<file path="config.mk">
export PLATFORM = sky130hd
export DESIGN_NAME = pmp_back
export DESIGN_NICKNAME = d
export VERILOG_FILES = /design/src/pmp_pkg.sv /design/src/pmp_back.sv
export SDC_FILE = /design/constraint.sdc
export NUM_CORES = 2
export LEC_CHECK = 0
export BUFFER_PORTS_ARGS = -buffer_cell sky130_fd_sc_hd__clkbuf_2
export CAP_MARGIN = 0
export CORE_AREA = 8 8 438 483
export DETAILED_ROUTE_END_ITERATION = 7
export DIE_AREA = 0 0 446 491
export PLACE_DENSITY = 0.73
export SETUP_SLACK_MARGIN = 0.2
export SLEW_MARGIN = 5
export SYNTH_ARGS = -nofsm -noshare
export SYNTH_HDL_FRONTEND = slang
export SYNTH_SLANG_ARGS = --single-unit
</file>
<file path="constraint.sdc">
create_clock -name clk -period 6.8 [get_ports clk]
set_input_delay 1.36 -clock clk [delete_from_list [all_inputs] [get_ports clk]]
set_output_delay 1.36 -clock clk [all_outputs]
set_load 0.02 [all_outputs]
</file>
<file path="src/pmp_pkg.sv">
`timescale 1ns / 1ps

package pmp_pkg;

	// Field widths
	localparam int POINT_W  = 24;
	localparam int PIX_W    = 16;
	localparam int FRAME_W  = 13;
	localparam int REG_W    = 64;
	localparam int LANE_W   = 16;
	localparam int ADDR_W   = 6;

	// Parameter defaults
	localparam int COORD_FRAC_BITS_DEF = 8;
	localparam int COEFF_BITS_DEF      = 16;

	// Datapath widths, sized for the full parameter ranges
	localparam int SUM_W = 42;
	localparam int NUM_W = SUM_W + 2;
	localparam int MAG_W = 42;
	localparam int QUO_W = 16;
	localparam int DIV_W = MAG_W + QUO_W;

	// Queue depths
	localparam int MIDQ_DEPTH = 8;
	localparam int OUTQ_DEPTH = 32;

	// Register indexes
	localparam logic [2:0] REG_ROW0   = 3'd0;
	localparam logic [2:0] REG_ROW1   = 3'd1;
	localparam logic [2:0] REG_ROW2   = 3'd2;
	localparam logic [2:0] REG_WIDTH  = 3'd3;
	localparam logic [2:0] REG_HEIGHT = 3'd4;

	// Reset camera
	localparam logic [REG_W-1:0] ROW0_RST = 64'hFE5C_0000_0190_FF42;
	localparam logic [REG_W-1:0] ROW1_RST = 64'h0460_FE70_0000_FF60;
	localparam logic [REG_W-1:0] ROW2_RST = 64'h0002_0000_0000_FFFF;
	localparam logic [FRAME_W-1:0] WIDTH_RST  = 13'd1500;
	localparam logic [FRAME_W-1:0] HEIGHT_RST = 13'd1000;

	// Classified item between front and back
	typedef struct packed {
		logic [MAG_W-1:0] mag_u;
		logic [MAG_W-1:0] mag_v;
		logic             neg_u;
		logic             neg_v;
		logic [MAG_W-1:0] den;
		logic             ok;
	} mid_t;

	// Finished result
	typedef struct packed {
		logic signed [PIX_W-1:0] col;
		logic signed [PIX_W-1:0] row;
		logic                    ok;
		logic                    in_frame;
	} res_t;

endpackage

</file>
<file path="src/pmp_back.sv">
`timescale 1ns / 1ps

module pmp_back (
	input  logic                             clk,
	input  logic                             arst_n,
	input  logic                             in_valid,
	input  pmp_pkg::mid_t                    in_data,
	input  logic [pmp_pkg::FRAME_W-1:0]      frame_width,
	input  logic [pmp_pkg::FRAME_W-1:0]      frame_height,
	output logic                             out_valid,
	output pmp_pkg::res_t                    out_data
);

	localparam int MAG_W = pmp_pkg::MAG_W;
	localparam int QUO_W = pmp_pkg::QUO_W;
	localparam int DIV_W = pmp_pkg::DIV_W;
	localparam int PIX_W = pmp_pkg::PIX_W;

	logic             v_s   [QUO_W+1];
	logic [MAG_W-1:0] rem_u_s [QUO_W+1];
	logic [MAG_W-1:0] rem_v_s [QUO_W+1];
	logic [QUO_W-1:0] q_u_s [QUO_W+1];
	logic [QUO_W-1:0] q_v_s [QUO_W+1];
	logic [MAG_W-1:0] den_s [QUO_W+1];
	logic             neg_u_s [QUO_W+1];
	logic             neg_v_s [QUO_W+1];
	logic             ok_s [QUO_W+1];

	// Load the divider
	always_ff @(posedge clk or negedge arst_n) begin
		if (!arst_n) v_s[0] <= 1'b0;
		else         v_s[0] <= in_valid;
	end

	always_ff @(posedge clk) begin
		rem_u_s[0] <= in_data.mag_u;
		rem_v_s[0] <= in_data.mag_v;
		q_u_s[0]   <= '0;
		q_v_s[0]   <= '0;
		den_s[0]   <= in_data.den;
		neg_u_s[0] <= in_data.neg_u;
		neg_v_s[0] <= in_data.neg_v;
		ok_s[0]    <= in_data.ok;
	end

	// One quotient bit per stage, top bit first; the top bit flags overflow
	for (genvar k = 0; k < QUO_W; k++) begin : g_div
		localparam int SH = QUO_W - 1 - k;
		logic [DIV_W-1:0] dsh;
		logic             ge_u, ge_v;

		assign dsh  = DIV_W'(den_s[k]) << SH;
		assign ge_u = DIV_W'(rem_u_s[k]) >= dsh;
		assign ge_v = DIV_W'(rem_v_s[k]) >= dsh;

		always_ff @(posedge clk or negedge arst_n) begin
			if (!arst_n) v_s[k+1] <= 1'b0;
			else         v_s[k+1] <= v_s[k];
		end

		always_ff @(posedge clk) begin
			rem_u_s[k+1] <= ge_u ? rem_u_s[k] - dsh[MAG_W-1:0] : rem_u_s[k];
			rem_v_s[k+1] <= ge_v ? rem_v_s[k] - dsh[MAG_W-1:0] : rem_v_s[k];
			q_u_s[k+1]   <= {q_u_s[k][QUO_W-2:0], ge_u};
			q_v_s[k+1]   <= {q_v_s[k][QUO_W-2:0], ge_v};
			den_s[k+1]   <= den_s[k];
			neg_u_s[k+1] <= neg_u_s[k];
			neg_v_s[k+1] <= neg_v_s[k];
			ok_s[k+1]    <= ok_s[k];
		end
	end

	// Unfold sign, saturate, test frame
	logic [QUO_W-1:0]        qu, qv;
	logic signed [PIX_W-1:0] col, row;

	assign qu = q_u_s[QUO_W];
	assign qv = q_v_s[QUO_W];

	always_comb begin
		if (!ok_s[QUO_W]) begin
			col = '0;
		end else if (qu[QUO_W-1]) begin
			col = neg_u_s[QUO_W] ? 16'sh8000 : 16'sh7FFF;
		end else begin
			col = neg_u_s[QUO_W] ? ~{1'b0, qu[QUO_W-2:0]} : {1'b0, qu[QUO_W-2:0]};
		end
		if (!ok_s[QUO_W]) begin
			row = '0;
		end else if (qv[QUO_W-1]) begin
			row = neg_v_s[QUO_W] ? 16'sh8000 : 16'sh7FFF;
		end else begin
			row = neg_v_s[QUO_W] ? ~{1'b0, qv[QUO_W-2:0]} : {1'b0, qv[QUO_W-2:0]};
		end
		out_data.col      = col;
		out_data.row      = row;
		out_data.ok       = ok_s[QUO_W];
		out_data.in_frame = ok_s[QUO_W] && !col[PIX_W-1] && !row[PIX_W-1]
			&& (col < PIX_W'(frame_width)) && (row < PIX_W'(frame_height));
	end

	assign out_valid = v_s[QUO_W];

endmodule

</file>
Yosys cells after proc, flatten, opt, wreduce, memory -nomap -nowiden
Memories as Yosys holds them, arrays and structs flattened.
Cells that the tools add are included.
Widths: inputs -> output; s select.
{ "totals": {"regBits": 17, "mem_bits_rw": 2737, "in_bits": 158, "output_inout_bits": 35, "mem_count": 8} }
{ "op_classes": {"n_addsub": 32, "order_cmp": 34, "mux": 40, "bitwise": 2, "n_reduce_logical": 6} }
{ "memory_table": {"columns": ["memory", "depth", "word_bits", "rd", "rd_clocked_by_memory_dff", "wr", "line", "rtl"], "rows": [
  ["den_s", 17, 42, 16, 0, 17, "pmp_back.sv:24", "logic [MAG_W-1:0] den_s [QUO_W+1];"],
  ["rem_u_s", 17, 42, 16, 0, 17, "pmp_back.sv:20", "logic [MAG_W-1:0] rem_u_s [QUO_W+1];"],
  ["rem_v_s", 17, 42, 16, 0, 17, "pmp_back.sv:21", "logic [MAG_W-1:0] rem_v_s [QUO_W+1];"],
  ["q_u_s", 17, 16, 17, 0, 17, "pmp_back.sv:22", "logic [QUO_W-1:0] q_u_s [QUO_W+1];"],
  ["q_v_s", 17, 16, 17, 0, 17, "pmp_back.sv:23", "logic [QUO_W-1:0] q_v_s [QUO_W+1];"],
  ["neg_u_s", 17, 1, 17, 0, 17, "pmp_back.sv:25", "logic neg_u_s [QUO_W+1];"],
  ["+2 memories", null, null, null, null, null, null, null]
]} }
{ "op_table": {"columns": ["operator", "n"], "rows": [
  ["$mux 42", 32],
  ["$sub 42x42->42", 32],
  ["$mux 16", 8],
  ["$ge 42x57->1", 2],
  ["$ge 42x56->1", 2],
  ["$ge 42x55->1", 2],
  ["$ge 42x54->1", 2],
  ["$ge 42x53->1", 2],
  ["$ge 42x52->1", 2],
  ["$ge 42x51->1", 2],
  ["$ge 42x50->1", 2],
  ["$ge 42x49->1", 2],
  ["$ge 42x48->1", 2],
  ["$ge 42x47->1", 2],
  ["$ge 42x46->1", 2],
  ["$ge 42x45->1", 2],
  ["$ge 42x44->1", 2],
  ["$ge 42x43->1", 2],
  ["$ge 42x42->1", 2],
  ["$lt 16x13->1", 2],
  ["$not 15->16", 2],
  ["$logic_and 1x1->1", 4],
  ["$logic_not 1->1", 2]
]} }

Depth between registers and ports, before layout
An unclocked memory read counts as a cell.
{ "logic_depth": {"depth_word": 10, "ltp_mapped": 17} }

Worst setup path before layout
No wires, ideal clock.
{ "synth_timing": {"path_type": "input port to output port", "from": "input frame_width[1] in the netlist's numbering", "to": "output out_data[0] in the netlist's numbering", "arrival_time_ps": 3339, "slack_ps": 2101, "stages": 11, "path_cell_list": "inv_1 ha_1 o21a_1 o21a_1 o21a_1 o21a_1 o21a_1 o21ai_0 nand2b_1 a21o_1 a221oi_1"} }
{ "synth_lines": {"columns": ["element", "line", "rtl"], "rows": [
  ["from (decl)", "pmp_back.sv:8", "input logic [pmp_pkg::FRAME_W-1:0] frame_width,"],
  ["to (decl)", "pmp_back.sv:11", "output pmp_pkg::res_t out_data"]
]} }

==> flow_summary.json <==
{
  "worstMarginPinSlew_ns": 1.53,
  "final_cell_mix": "dfxtp_1, ha_1, a21oi_1",
  "io_buffers": 192,
  "hold_depth": 0,
  "worstSetupStartpointType": "register",
  "cap_viol_max_count": 1,
  "grt_pass1_vias": 94000,
  "synth-seq-cells": 2356,
  "power_leakage_nw": 58.8,
  "cp.arrival_ns": 4.01,
  "fp.coreArea_um2": 203000,
  "start_util": 0.567,
  "nFillCells": 17000,
  "crit_start": "q_u_s[16][15]",
  "ff2ff_path_depth": 13,
  "endpoint_kind": "primary output",
  "wire_per_inst_um": 23.6,
  "yosysUniqueCellTypes": 114,
  "layout-drive-gt1-share": 0.0994,
  "antenna_found_initial": 16,
  "cts_hold_buf": 0,
  "final_common_cell": "dfxtp_1",
  "post-cts-setup-buffers": 0,
  "gr-usage-all-layers": 0.319,
  "drt_wl_total_mm": 362,
  "cp.depth": 13,
  "max_freq_mhz": 186,
  "async_reset_ff_frac": 0.00722,
  "status": "complete, but fails checks",
  "fin_setup_tns_ns": 0,
  "drtPass1Iterations": 7,
  "dieArea_um2": 219000,
  "fin_skew_ns": 0.0568,
  "setup_viol": 0,
  "cts_resized": 0,
  "min_from": "den_s[0][475]",
  "rows": 174,
  "critPathCapture": "out_data[0]",
  "htreeDepth": 4,
  "numCtsBuffers": 232,
  "violations": "max-capacitance violations, max-slew violations",
  "drtIter0Drc": 5067,
  "grt_pass1_wl_mm": 543,
  "nets": 13700,
  "crit_buf_inv": 1,
  "slew_viol_final": 2,
  "r2r-end": "rem_v_s[0][142]",
  "gp_congestion": 1.05,
  "worstSkewPairLatency_ns": 0.91,
  "grt_max_degree": 73,
  "path_delay_family": "compound AO/OA/AOI/OAI gates",
  "hold_path.class": "register to register",
  "grt_overflow": 0,
  "crit_chain": "o21ai_0 -> and3_1 -> ha_1 -> o21a_1 -> o21a_1 -> o21a_1 -> o21a_1 -> o21a_1 -> o21ai_0 -> nand2b_1 -> a21o_1 -> a221oi_1 -> clkbuf_2",
  "cts_tree": "done",
  "clockBufferDepth": 3,
  "areaGrowthSynthToFinish_pct": 10.8,
  "fin_hold_ws_ns": 0.317,
  "die_y_um": 491,
  "rsz0062_at_grt": "no",
  "synth_edf_count": 0,
  "path_clk_slew_ns": 0.06,
  "clkSinkCount": 2356,
  "critPathSlowestCell": "dfxtp_1",
  "route.detailed.drc": 0,
  "drtAntennaViolNets": 0,
  "vdd.ir_drop.worst_uv": 375,
  "dpl.hpwl_mm": 298,
  "synth_ff_type": "dfxtp_1",
  "synth.net_count": 13500,
  "avgSynthCellArea_um2": 9.47,
  "synth.cell_area_um2": 115000,
  "synth_cells": 12200,
  "viasPerCell": 5.91,
  "critPathKind": "register to primary output",
  "required_ns": 5.44,
  "critPathMaxStageDelay_ns": 0.80,
  "hold_violations": 0,
  "cts_root_buf": "clkbuf_16",
  "crit_path_max_fanout": 30,
  "r2r_start": "den_s[0][88]",
  "relSlewSlack": -0.0495,
  "period_needed_ns": 5.37,
  "io_pins": 193,
  "power_density_nw_per_um2": 291,
  "num_vias": 90800,
  "cp_common_cell": "o21a_1",
  "min_period_over_period": 0.789,
  "rrSetupSlack_ns": 1.63,
  "yosysSeqAreaShare": 0.410,
  "fp.dieW_um": 446,
  "yosysWarnings": 0
}
worst min-delay path by stage:
stage | endpoint | slack, ns
detailed placement | ok_s[2] | 0.31
global placement | q_u_s[7][6] | 0.31
floorplan | neg_u_s[10] | 0.31
CTS | den_s[0][517] | 0.31
global route | den_s[0][517] | 0.31
finish | den_s[0][517] | 0.32
stage by stage:
stage	util	instance area (um2)	instances	setup WS (ns)	total power, mW
2_1_floorplan	-	115000	12200	2.10	21.2
3_3_place_gp	0.587	119000	14900	1.70	23.3
3_5_place_dp	0.587	119000	14900	1.91	23.4
4_1_cts	0.628	128000	15300	1.35	37.3
5_1_grt	0.628	128000	15300	1.09	38.8
6_report	0.628	128000	15400	1.43	37.2
Yosys cell counts (all sizes together), types with 147 or more instances:
| library cell | count | area (um2) |
|---|---|---|
| dfxtp | 2339 | 46800 |
| ha | 1128 | 14100 |
| a21oi | 1004 | 5040 |
| o21ai | 859 | 4320 |
| inv | 857 | 3220 |
| nand2 | 803 | 3020 |
| nor2 | 612 | 2300 |
| a21o | 558 | 4190 |
| xnor2 | 545 | 4770 |
| mux2 | 521 | 6070 |
| xor2 | 336 | 2940 |
| nand3 | 210 | 1050 |
| clkbuf | 182 | 683 |
| nand4 | 166 | 1040 |
| nor2b | 157 | 982 |
| o21a | 153 | 1150 |
| nor3 | 147 | 741 |
power breakdown:
group / switching (mW) / internal, mW / total (mW) / leakage (nW)
clock network: 5.72 / 8.14 / 13.9 / 4.10
logic: 4.57 / 3.31 / 7.88 / 34.8
registers: 0.697 / 14.7 / 15.4 / 19.8
total: 11.0 / 26.2 / 37.2 / 58.8
routing by layer:
| metal | global-route usage | wire length, um | share of wire |
|---|---|---|---|
| met1 | 0.304 | 126000 | 0.35 |
| met3 | 0.0421 | 13500 | 0.037 |
| met5 | 0 | 23 | 0.000063 |
| met2 | 0.601 | 187000 | 0.52 |
| met4 | 0.264 | 36200 | 0.10 |
kinds of logic after synthesis:
| logic type | share of synthesized area |
|---|---|
| buffers and inverters | 0.0389 |
| adder cells (fa/ha/maj) | 0.128 |
| AO/OA/AOI/OAI | 0.184 |
| XOR/XNOR | 0.0669 |
| multiplexers | 0.0559 |
| flip-flops | 0.410 |
| AND/OR/NAND/NOR | 0.117 |
cell type report:
class	count	area [um2]	area share
Multi-Input combinational cell	8701	63900	0.500
Sequential cell	2356	47300	0.370
Clock buffer	315	6590	0.0516
Tap cell	2728	3410	0.0267
Inverter	857	3220	0.0252
Clock inverter	122	1830	0.0143
Timing Repair Buffer	263	1520	0.0119
Antenna cell	14	35.0	0.000274
worst register-to-register path, cell delays in order, from the launching register on:
cell and delay (ns):
dfxtp_1 0.57, inv_1 0.13, ha_1 0.38, nand2_1 0.23
a211oi_1 0.42, o21ai_1 0.24, a31oi_1 0.44, o31ai_1 0.29
a211oi_1 0.37, o21ai_1 0.17, o211ai_1 0.21, nand2_1 0.15
buf_4 0.37, o31ai_1 1.00
sequential cells by signal, indices dropped and copies added, names as in the netlist:
register   cells
den_s        672
neg_u_s       17
neg_v_s       17
ok_s          17
out_valid      1
q_u_s        136
q_v_s        136
rem_u_s      672
rem_v_s      672
v_s           16
No activity file was read; power rests on OpenSTA's default activity.
