--- config.mk ---
export PLATFORM = sky130hd
export DESIGN_NAME = pmp_fifo
export DESIGN_NICKNAME = d
export VERILOG_FILES = /design/src/pmp_fifo.sv
export SDC_FILE = /design/constraint.sdc
export NUM_CORES = 1
export LEC_CHECK = 0
export ABC_AREA = 1
export ABC_CLOCK_PERIOD_IN_PS = 5050
export BUFFER_PORTS_ARGS = -buffer_cell sky130_fd_sc_hd__buf_2
export CORE_MARGIN = 2
export CORE_UTILIZATION = 61
export CTS_CLUSTER_DIAMETER = 200
export CTS_CLUSTER_SIZE = 14
export DETAILED_ROUTE_END_ITERATION = 6
export GPL_TIMING_DRIVEN = 0
export HOLD_SLACK_MARGIN = 0.12
export PLACE_DENSITY = 0.89
export SLEW_MARGIN = 20
export SYNTH_ARGS = -nofsm -noshare
export SYNTH_HDL_FRONTEND = slang
export SYNTH_SLANG_ARGS = --single-unit
export TNS_END_PERCENT = 1
--- constraint.sdc ---
create_clock -name clk -period 5.05 [get_ports clk]
set_clock_uncertainty 0.15 [all_clocks]
set_input_delay 1.01 -clock clk [delete_from_list [all_inputs] [get_ports clk]]
set_output_delay 1.01 -clock clk [all_outputs]
set_load 0.01 [all_outputs]
--- src/pmp_fifo.sv ---
`timescale 1ns / 1ps

module pmp_fifo #(
	parameter int W     = 8,
	parameter int DEPTH = 8
) (
	input  logic         clk,
	input  logic         arst_n,
	input  logic         reserve,
	input  logic         push,
	input  logic [W-1:0] push_data,
	input  logic         pop,
	output logic         full,
	output logic         empty,
	output logic [W-1:0] pop_data
);

	localparam int PTR_W = (DEPTH > 1) ? $clog2(DEPTH) : 1;
	localparam int CNT_W = $clog2(DEPTH + 1);

	logic [W-1:0]     mem [DEPTH];
	logic [PTR_W-1:0] wr_ptr_q;
	logic [PTR_W-1:0] rd_ptr_q;
	logic [CNT_W-1:0] fill_q;
	logic [CNT_W-1:0] credit_q;

	// Credits cover items in flight upstream plus stored entries
	always_ff @(posedge clk or negedge arst_n) begin
		if (!arst_n) begin
			credit_q <= '0;
		end else if (reserve && !pop) begin
			credit_q <= credit_q + CNT_W'(1);
		end else if (!reserve && pop) begin
			credit_q <= credit_q - CNT_W'(1);
		end
	end

	// Advance pointers and fill count
	always_ff @(posedge clk or negedge arst_n) begin
		if (!arst_n) begin
			wr_ptr_q <= '0;
			rd_ptr_q <= '0;
			fill_q   <= '0;
		end else begin
			if (push) wr_ptr_q <= wr_ptr_q + PTR_W'(1);
			if (pop)  rd_ptr_q <= rd_ptr_q + PTR_W'(1);
			if (push && !pop) begin
				fill_q <= fill_q + CNT_W'(1);
			end else if (!push && pop) begin
				fill_q <= fill_q - CNT_W'(1);
			end
		end
	end

	// Store beat
	always_ff @(posedge clk) begin
		if (push) mem[wr_ptr_q] <= push_data;
	end

	assign full     = (credit_q == CNT_W'(DEPTH));
	assign empty    = (fill_q == '0);
	assign pop_data = mem[rd_ptr_q];

endmodule

# == After elaboration in Yosys (flattened, before gate mapping) ==
# Memory sizes are Yosys's and may differ from the RTL's.
# Index checks and enable logic that the tools add are counted.
# word_totals
regBits,14
memories,1
word_cells,28
in_bits,13
mem_bits_rw,64
# classes
reduce_logical,10
muxes,6
n_addsub,6
n_eq_ne,1
# mem_list
name,words,word_bits,rd,rd_ports_with_merged_regs,wr,line_no,source
mem,8,8,1,0,1,21,logic [W-1:0] mem [DEPTH];
# op_table
op,count
$mux W4,4
$add A4 B1 Y4 const B,2
$sub A4 B1 Y4 const B,2
$add A3 B1 Y3 const B,2
$eq A4 B4 Y1 const B,1
$logic_and A1 B1 Y1,4
$logic_not A4 Y1,1
$reduce_bool A2 Y1,2
$logic_not A1 Y1,3
$mux W1,2

# == Logic depth before layout (Yosys ltp) ==
# Gate-level depths: netlist (run 1).
# logic_depth
word_depth,4
mapped_depth,10

# == Least setup slack after synthesis (run 1) ==
# No wires, ideal clock.
# synth_timing
path_type,input-to-reg
from,input pop
to,register credit_q[3]
arrival_time_ns,2.087
path_stages,9
setup_slack_ns,2.696
t_required_ns,4.783
n_path_buf,0
path_cell_list,inv_1 -> ha_1 -> inv_1 -> ha_1 -> or2_2 -> nand2_1 -> nand2_1 -> nand3_1 -> nand2_1
# synth_between
elab_chain_len,3
word_cells_on_any_way,5
classes_between,mux (1); reduce/logical (4)
# synth_lines
element,line_no,source
"start, declared",12,"input logic pop,"
$logic_not A1 Y1,31,end else if (reserve && !pop) begin
$logic_and A1 B1 Y1,31,
$mux W4 or $reduce_bool A2 Y1 (tied branches),--,
"end signal, assigned",32,credit_q <= credit_q + CNT_W'(1);
"end signal, assigned",34,credit_q <= credit_q - CNT_W'(1);
"end, declared",25,logic [CNT_W-1:0] credit_q;
# Several ways; a longest one is shown, not always the timed one.
# A chain may end at the register's enable or synchronous reset.

# == Final worst setup path (run 1) ==
# layout_timing
from,register rd_ptr_q[1]
to,output pop_data[3]
# layout_between
elab_chain_len,1
# layout_lines
element,line_no,source
"start, declared",23,logic [PTR_W-1:0] rd_ptr_q;
"start signal, assigned",46,if (pop) rd_ptr_q <= rd_ptr_q + PTR_W'(1);
$mem_v2 Z8 W8,--,
"end, declared",15,output logic [W-1:0] pop_data
# Every way passes these cells.

==> results of run 1 <==
[where the power goes]
part / switching [mW] / leakage, nW / internal [mW]
Sequential: 0.0695 / 0.749 / 0.808
Clock: 0.227 / 0.107 / 0.276
Combinational: 0.566 / 0.782 / 0.341
[logic make-up (layout without fill, tap and decap cells)]
logic type	Yosys count	count (layout)	synth area share
compound gates	37	37	0.0533
xor+xnor	7	7	0.0176
fa+ha+maj	10	10	0.0403
buf+inv	28	65	0.0547
flops	78	78	0.654
simple gates	162	162	0.180
[through the flow]
| stage | util | instance area (sq um) | hold slack [ns] | std cells |
|---|---|---|---|---|
| 6_report | 0.706 | 3880 | 0.383 | 431 |
| 5_1_grt | 0.706 | 3880 | 0.400 | 431 |
| 3_5_place_dp | 0.667 | 3670 | 0.370 | 416 |
| 2_1_floorplan | - | 3470 | 0.318 | 322 |
| 3_3_place_gp | 0.667 | 3670 | 0.344 | 416 |
| 4_1_cts | 0.706 | 3880 | 0.385 | 431 |
[critical path: cells and delay by family (launching register included)]
kind	cells	cell delay [ns]
buffers and inverters	4	0.54
DFF	1	0.40
AOI/OAI and AO/OA	2	0.30
and+or+nand+nor	2	0.13
[worst paths after layout]
kind                          endpoint  slack (ns)  cells past startpoint
setup reg to reg             mem[6][0]        3.07                      2
setup / recovery           pop_data[3]        2.18                      8
max in group asynchronous  credit_q[3]        4.11                      1
hold / removal               fill_q[2]        0.38                      2
min in group asynchronous    fill_q[2]        0.39                      1
hold reg to reg              fill_q[2]        0.38                      2
[layer usage]
metal	vias up	track usage	wire length, um
li1	1135	-	-
met4	0	0.114	147
met2	125	0.413	3690
met5	-	0	0
met1	1139	0.322	2990
met3	12	0.0611	553
[sequential cells by signal, summed over array words and instances, names as in the netlist]
signal / count
wr_ptr_q: 3
rd_ptr_q: 3
credit_q: 4
fill_q: 4
mem: 64
[layout make-up]
type / instances / area [sq um] / share of cell area
multi-input combinational: 216 / 1010 / 0.261
clock inverter: 6 / 86.3 / 0.0222
buffer: 11 / 114 / 0.0293
inverter: 17 / 76.3 / 0.0196
sequential: 78 / 2270 / 0.585
timing repair buffer: 22 / 110 / 0.0283
tap: 72 / 90.1 / 0.0232
clock buffer: 9 / 124 / 0.0319
[placed cells by master, fill, tap and decap left out, types with 8 or more instances in the layout]
cell type  instances
o21ai_1           16
buf_2             23
nor2_1            26
o21ai_0           20
ha_1               8
clkbuf_8           9
edfxtp_1          64
inv_1             15
nand2_1          127
dfrtp_1           14
==> flow_metrics.tcl, run 1 <==
set metrics [dict create \
    grt.total_usage 0.253 \
    worst_slack_ns 2.18 \
    syn_nets 345 \
    synthFlopType "edfxtp_1" \
    wl_um 7380 \
    yosysWarnings 0 \
    drtPass1Iterations 7 \
    die_x_um 79.5 \
    crit_top_cell "nand2_1" \
    start_util 0.631 \
    crit_path_end_kind "output pin" \
    clockRootBuffer "clkbuf_8" \
    min_path_type "register to register" \
    drv_cap 0 \
    synthTopCellsByArea "edfxtp_1, nand2_1, dfrtp_1" \
    reg2reg_from "wr_ptr_q[0]" \
    period_share 0.569 \
    setup-tns-final_ns 0 \
    die_area_sq_um 6320 \
    n_fill_cell 382 \
    critical_path_class "register to output pin" \
    synth_enable_flop_cells 64 \
    worst_slew_pin_slew_ns 0.922 \
    ctsHtreeMaxLevel 3 \
    hold_buffers 0 \
    cts_resized 0 \
    hold_viol_final 0 \
    numCtsBuffers 9 \
    cts_tree "built" \
    power.total_mw 2.29 \
    power_density_nw_per_um2 589 \
    drc 9 \
    syn-instance-count 322 \
    syn_area_sq_um 3470 \
    final-setup-viol-count 0 \
    drive_gt1_frac 0.145 \
    vias 2411 \
    maxSlewViolCount 0 \
    routedWlPerCell_um 17.1 \
    status "complete, but fails checks" \
    nets 378 \
    io_buffers 22 \
    ir_drop_mv 0.294 \
    rows 27 \
    grt_pass1_wl_um 11600 \
    vias_per_cell 5.59 \
    async_flop_share 0.179 \
    synth_top_cell_by_area "edfxtp_1" \
    arrival_ns 1.71 \
    crit_fanout 10 \
    hpwl_um 4680 \
    cts.sinks 78 \
    clock_latency_ns 0.35 \
    fmax_mhz 348 \
    grt.overflow.total 0 \
    syn_to_final_growth_pct 11.8 \
    crit_required_ns 3.89 \
    p_leak_nw 1.64 \
    startpoint "rd_ptr_q[1]" \
    path_clk_slew_ns 0.08 \
    postCtsSetupRepairBufs 0 \
    yosysMostFrequentCell "nand2_1" \
    diodes 0 \
    grt_start_max_net_pins 15 \
    ant_nets 0 \
    die_y_um 79.5 \
    syn_area_per_cell_sq_um 10.8 \
    synth-seq-cells 78 \
    rsz0062_at_grt "no" \
    post-route-min-period_ns 2.87 \
    core_area_sq_um 5510 \
    yosysTopAreaCellShare 0.553 \
    synthTopCellsByCount "nand2_1, edfxtp_1, nor2_1, o21ai_0, o21ai_1" \
    ys_types 21 \
    worst_setup_path_start_kind "register" \
    relSlewSlack 0.383 \
    grt_pass1_vias 2351 \
    cpPeakStageDelay_ns 0.40 \
    slowest_stage "dfrtp_1" \
    worstPathCellList "buf_6 > clkinv_4 > buf_4 > o21ai_0 > o21ai_1 > nand2_1 > nand2_1 > buf_2" \
    ys_seq_area_frac 0.654 \
    place_ws_ns 2.28 \
    min-delay-start "fill_q[2]" \
    num_io_pins 23 \
    antenna_found_initial 0 \
    dr.first_iter.drc_count 332 \
    cts.path.max_buffers 2 \
    place_congestion 0.829 \
    violations "DRC" \
]
Note: power is estimated with default switching activity, not from simulation.
==> inputs of run 2 (changes only) <==
--- a/config.mk
+++ b/config.mk
@@ -6,16 +6,16 @@
 export NUM_CORES = 1
 export LEC_CHECK = 0
 export ABC_AREA = 1
-export ABC_CLOCK_PERIOD_IN_PS = 5050
+export ABC_CLOCK_PERIOD_IN_PS = 2800
 export BUFFER_PORTS_ARGS = -buffer_cell sky130_fd_sc_hd__buf_2
 export CORE_MARGIN = 2
-export CORE_UTILIZATION = 61
+export CORE_UTILIZATION = 60
 export CTS_CLUSTER_DIAMETER = 200
 export CTS_CLUSTER_SIZE = 14
 export DETAILED_ROUTE_END_ITERATION = 6
 export GPL_TIMING_DRIVEN = 0
 export HOLD_SLACK_MARGIN = 0.12
-export PLACE_DENSITY = 0.89
+export PLACE_DENSITY = 0.88
 export SLEW_MARGIN = 20
 export SYNTH_ARGS = -nofsm -noshare
 export SYNTH_HDL_FRONTEND = slang
==> constraint.sdc (replaced) <==
create_clock -name clk -period 2.8 [get_ports clk]
set_clock_uncertainty 0.15 [all_clocks]
set_input_delay 0.56 -clock clk [delete_from_list [all_inputs] [get_ports clk]]
set_output_delay 0.56 -clock clk [all_outputs]
set_load 0.01 [all_outputs]
==> flow_metrics.tcl, run 2 (same netlist as run 1, synthesis figures left out) <==
set metrics [dict create \
    status "complete, no violations" \
    routedWlPerCell_um 16.4 \
    drive_gt1_frac 0.144 \
    worst_setup_path_start_kind "register" \
    power_density_nw_per_um2 1030 \
    vias 2397 \
    hold_viol_final 0 \
    arrival_ns 1.69 \
    crit_buf_inv 4 \
    cpPeakStageDelay_ns 0.40 \
    dr.first_iter.drc_count 264 \
    most-common-layout-cells "nand2_1, edfxtp_1, nor2_1, buf_2, o21ai_0" \
    final-setup-viol-count 0 \
    clock_latency_ns 0.34 \
    rsz0062_at_grt "no" \
    reg.largest.list "mem x64, credit_q x4, fill_q x4" \
    grt_start_max_net_pins 15 \
    diodes 0 \
    grt.overflow.total 0 \
    power.switching_mw 1.52 \
    p_int_mw 2.48 \
    hpwl_um 4640 \
    numCtsBuffers 9 \
    slowest_stage "dfrtp_1" \
    relSlewSlack 0.354 \
    cts.path.max_buffers 2 \
    crit_required_ns 2.09 \
    grt_pass1_vias 2376 \
    worst_slack_ns 0.400 \
    cp_top_family "buffers and inverters" \
    p_leak_nw 1.63 \
    num_io_pins 23 \
    nets 379 \
    die_y_um 80.1 \
    p_seq_frac 0.395 \
    drv_cap 0 \
    antenna_found_initial 0 \
    pwr-share-comb 0.400 \
    die_area_sq_um 6420 \
    worstPathCellList "buf_6 > clkinv_4 > buf_4 > o21ai_0 > o21ai_1 > nand2_1 > nand2_1 > buf_2" \
    place_ws_ns 0.467 \
    crit_cells 8 \
    hold_depth 2 \
    clockPowerShare 0.205 \
    io_buffers 22 \
    path_clk_slew_ns 0.07 \
    period_share 0.857 \
    rrSetupSlack_ns 0.79 \
    top_register "mem" \
    grt_pass1_wl_um 11400 \
    cts.sinks 78 \
    ant_nets 0 \
    crit_top_cell "nand2_1" \
    rows 27 \
    ir_drop_mv 0.544 \
    largest_reg_flops 64 \
    grt.total_usage 0.249 \
    postCtsSetupRepairBufs 0 \
    critical_path_class "register to output pin" \
    fmax_mhz 417 \
    switching_share 0.379 \
    ctsHtreeMaxLevel 3 \
    clockRootBuffer "clkbuf_8" \
    reg2regPathDepth 2 \
    maxSlewViolCount 0 \
    place_congestion 0.845 \
    vias_per_cell 5.54 \
    die_x_um 80.1 \
    start_util 0.627 \
    syn_to_final_growth_pct 11.6 \
    worst_slew_pin_slew_ns 0.965 \
    core_area_sq_um 5540 \
    drtPass1Iterations 6 \
    cts_tree "built" \
    cts_resized 0 \
    min_path_type "input port to register" \
    setup-tns-final_ns 0 \
    wl_um 7100 \
    post-route-min-period_ns 2.40 \
    layout.cells.most_common "nand2_1" \
    crit_fanout 10 \
    drc 0 \
    crit_path_end_kind "output pin" \
]
## run 2: changes by cell type in the layout (fill, tap and decap cells not counted)
cell	delta
bufinv_16	-1
clkbuf_1	+2
clkinv_1	-1
clkinv_4	+1
clkinvlp_4	+1
dlygate4sd3_1	+1
inv_6	-1
## run 2: final cells by class
cell class              instances  area (sq um)
clock inverters                 5          60.1
plain buffers                  11           114
multi-input cells             216          1010
fillers                       380          1660
repair buffers                 23           120
well taps                      72          90.1
inverters                      17          76.3
clock buffers                  11           131
flip-flops and latches         78          2270
## run 2: worst paths after layout
check / startpoint / to
min in group asynchronous: arst_n / credit_q[0]
worst max register to register: wr_ptr_q[0] / mem[2][1]
worst min-delay path: pop / rd_ptr_q[0]
max in group asynchronous: arst_n / wr_ptr_q[2]
worst min register to register: credit_q[2] / credit_q[2]
worst max-delay path: rd_ptr_q[1] / pop_data[6]
## run 2: routing by layer
layer | global-route usage | vias up | share of wire
li1 | - | 1135 | -
met1 | 0.327 | 1135 | 0.41
met2 | 0.407 | 118 | 0.51
met3 | 0.0461 | 9 | 0.065
met4 | 0.114 | 0 | 0.016
met5 | 0 | - | 0
## run 2: power by group through the flow
stage	clock network [mW]	logic [mW]	registers, mW
detailed placement	0	1.58	1.60
floorplan	0	1.14	1.57
finish	0.822	1.60	1.58
CTS	0.825	1.59	1.58
global placement	0	1.52	1.59
global route	0.875	1.80	1.60
## run 2: repair_timing
| item | in CTS | in global routing |
|---|---|---|
| hold endpoints to repair | 14 | 0 |
| endpoints found under the setup margin | 0 | 0 |
| hold buffers | 1 | 0 |
## run 2: stage by stage
step / instance area (sq um) / std cells / power (mW) / hold slack (ns) / utilization
4_1_cts: 3880 / 433 / 4.00 / 0.311 / 0.700
3_5_place_dp: 3670 / 416 / 3.19 / 0.322 / 0.663
6_report: 3880 / 433 / 4.00 / 0.309 / 0.700
3_3_place_gp: 3670 / 416 / 3.11 / 0.312 / 0.663
5_1_grt: 3880 / 433 / 4.28 / 0.322 / 0.700
2_1_floorplan: 3470 / 322 / 2.71 / 0.114 / -
## run 2: worst reg2reg max path: stages, from the launching register on
cell and delay, ns:
dfrtp_1 0.42, or2_2 0.36, nor2_1 0.72
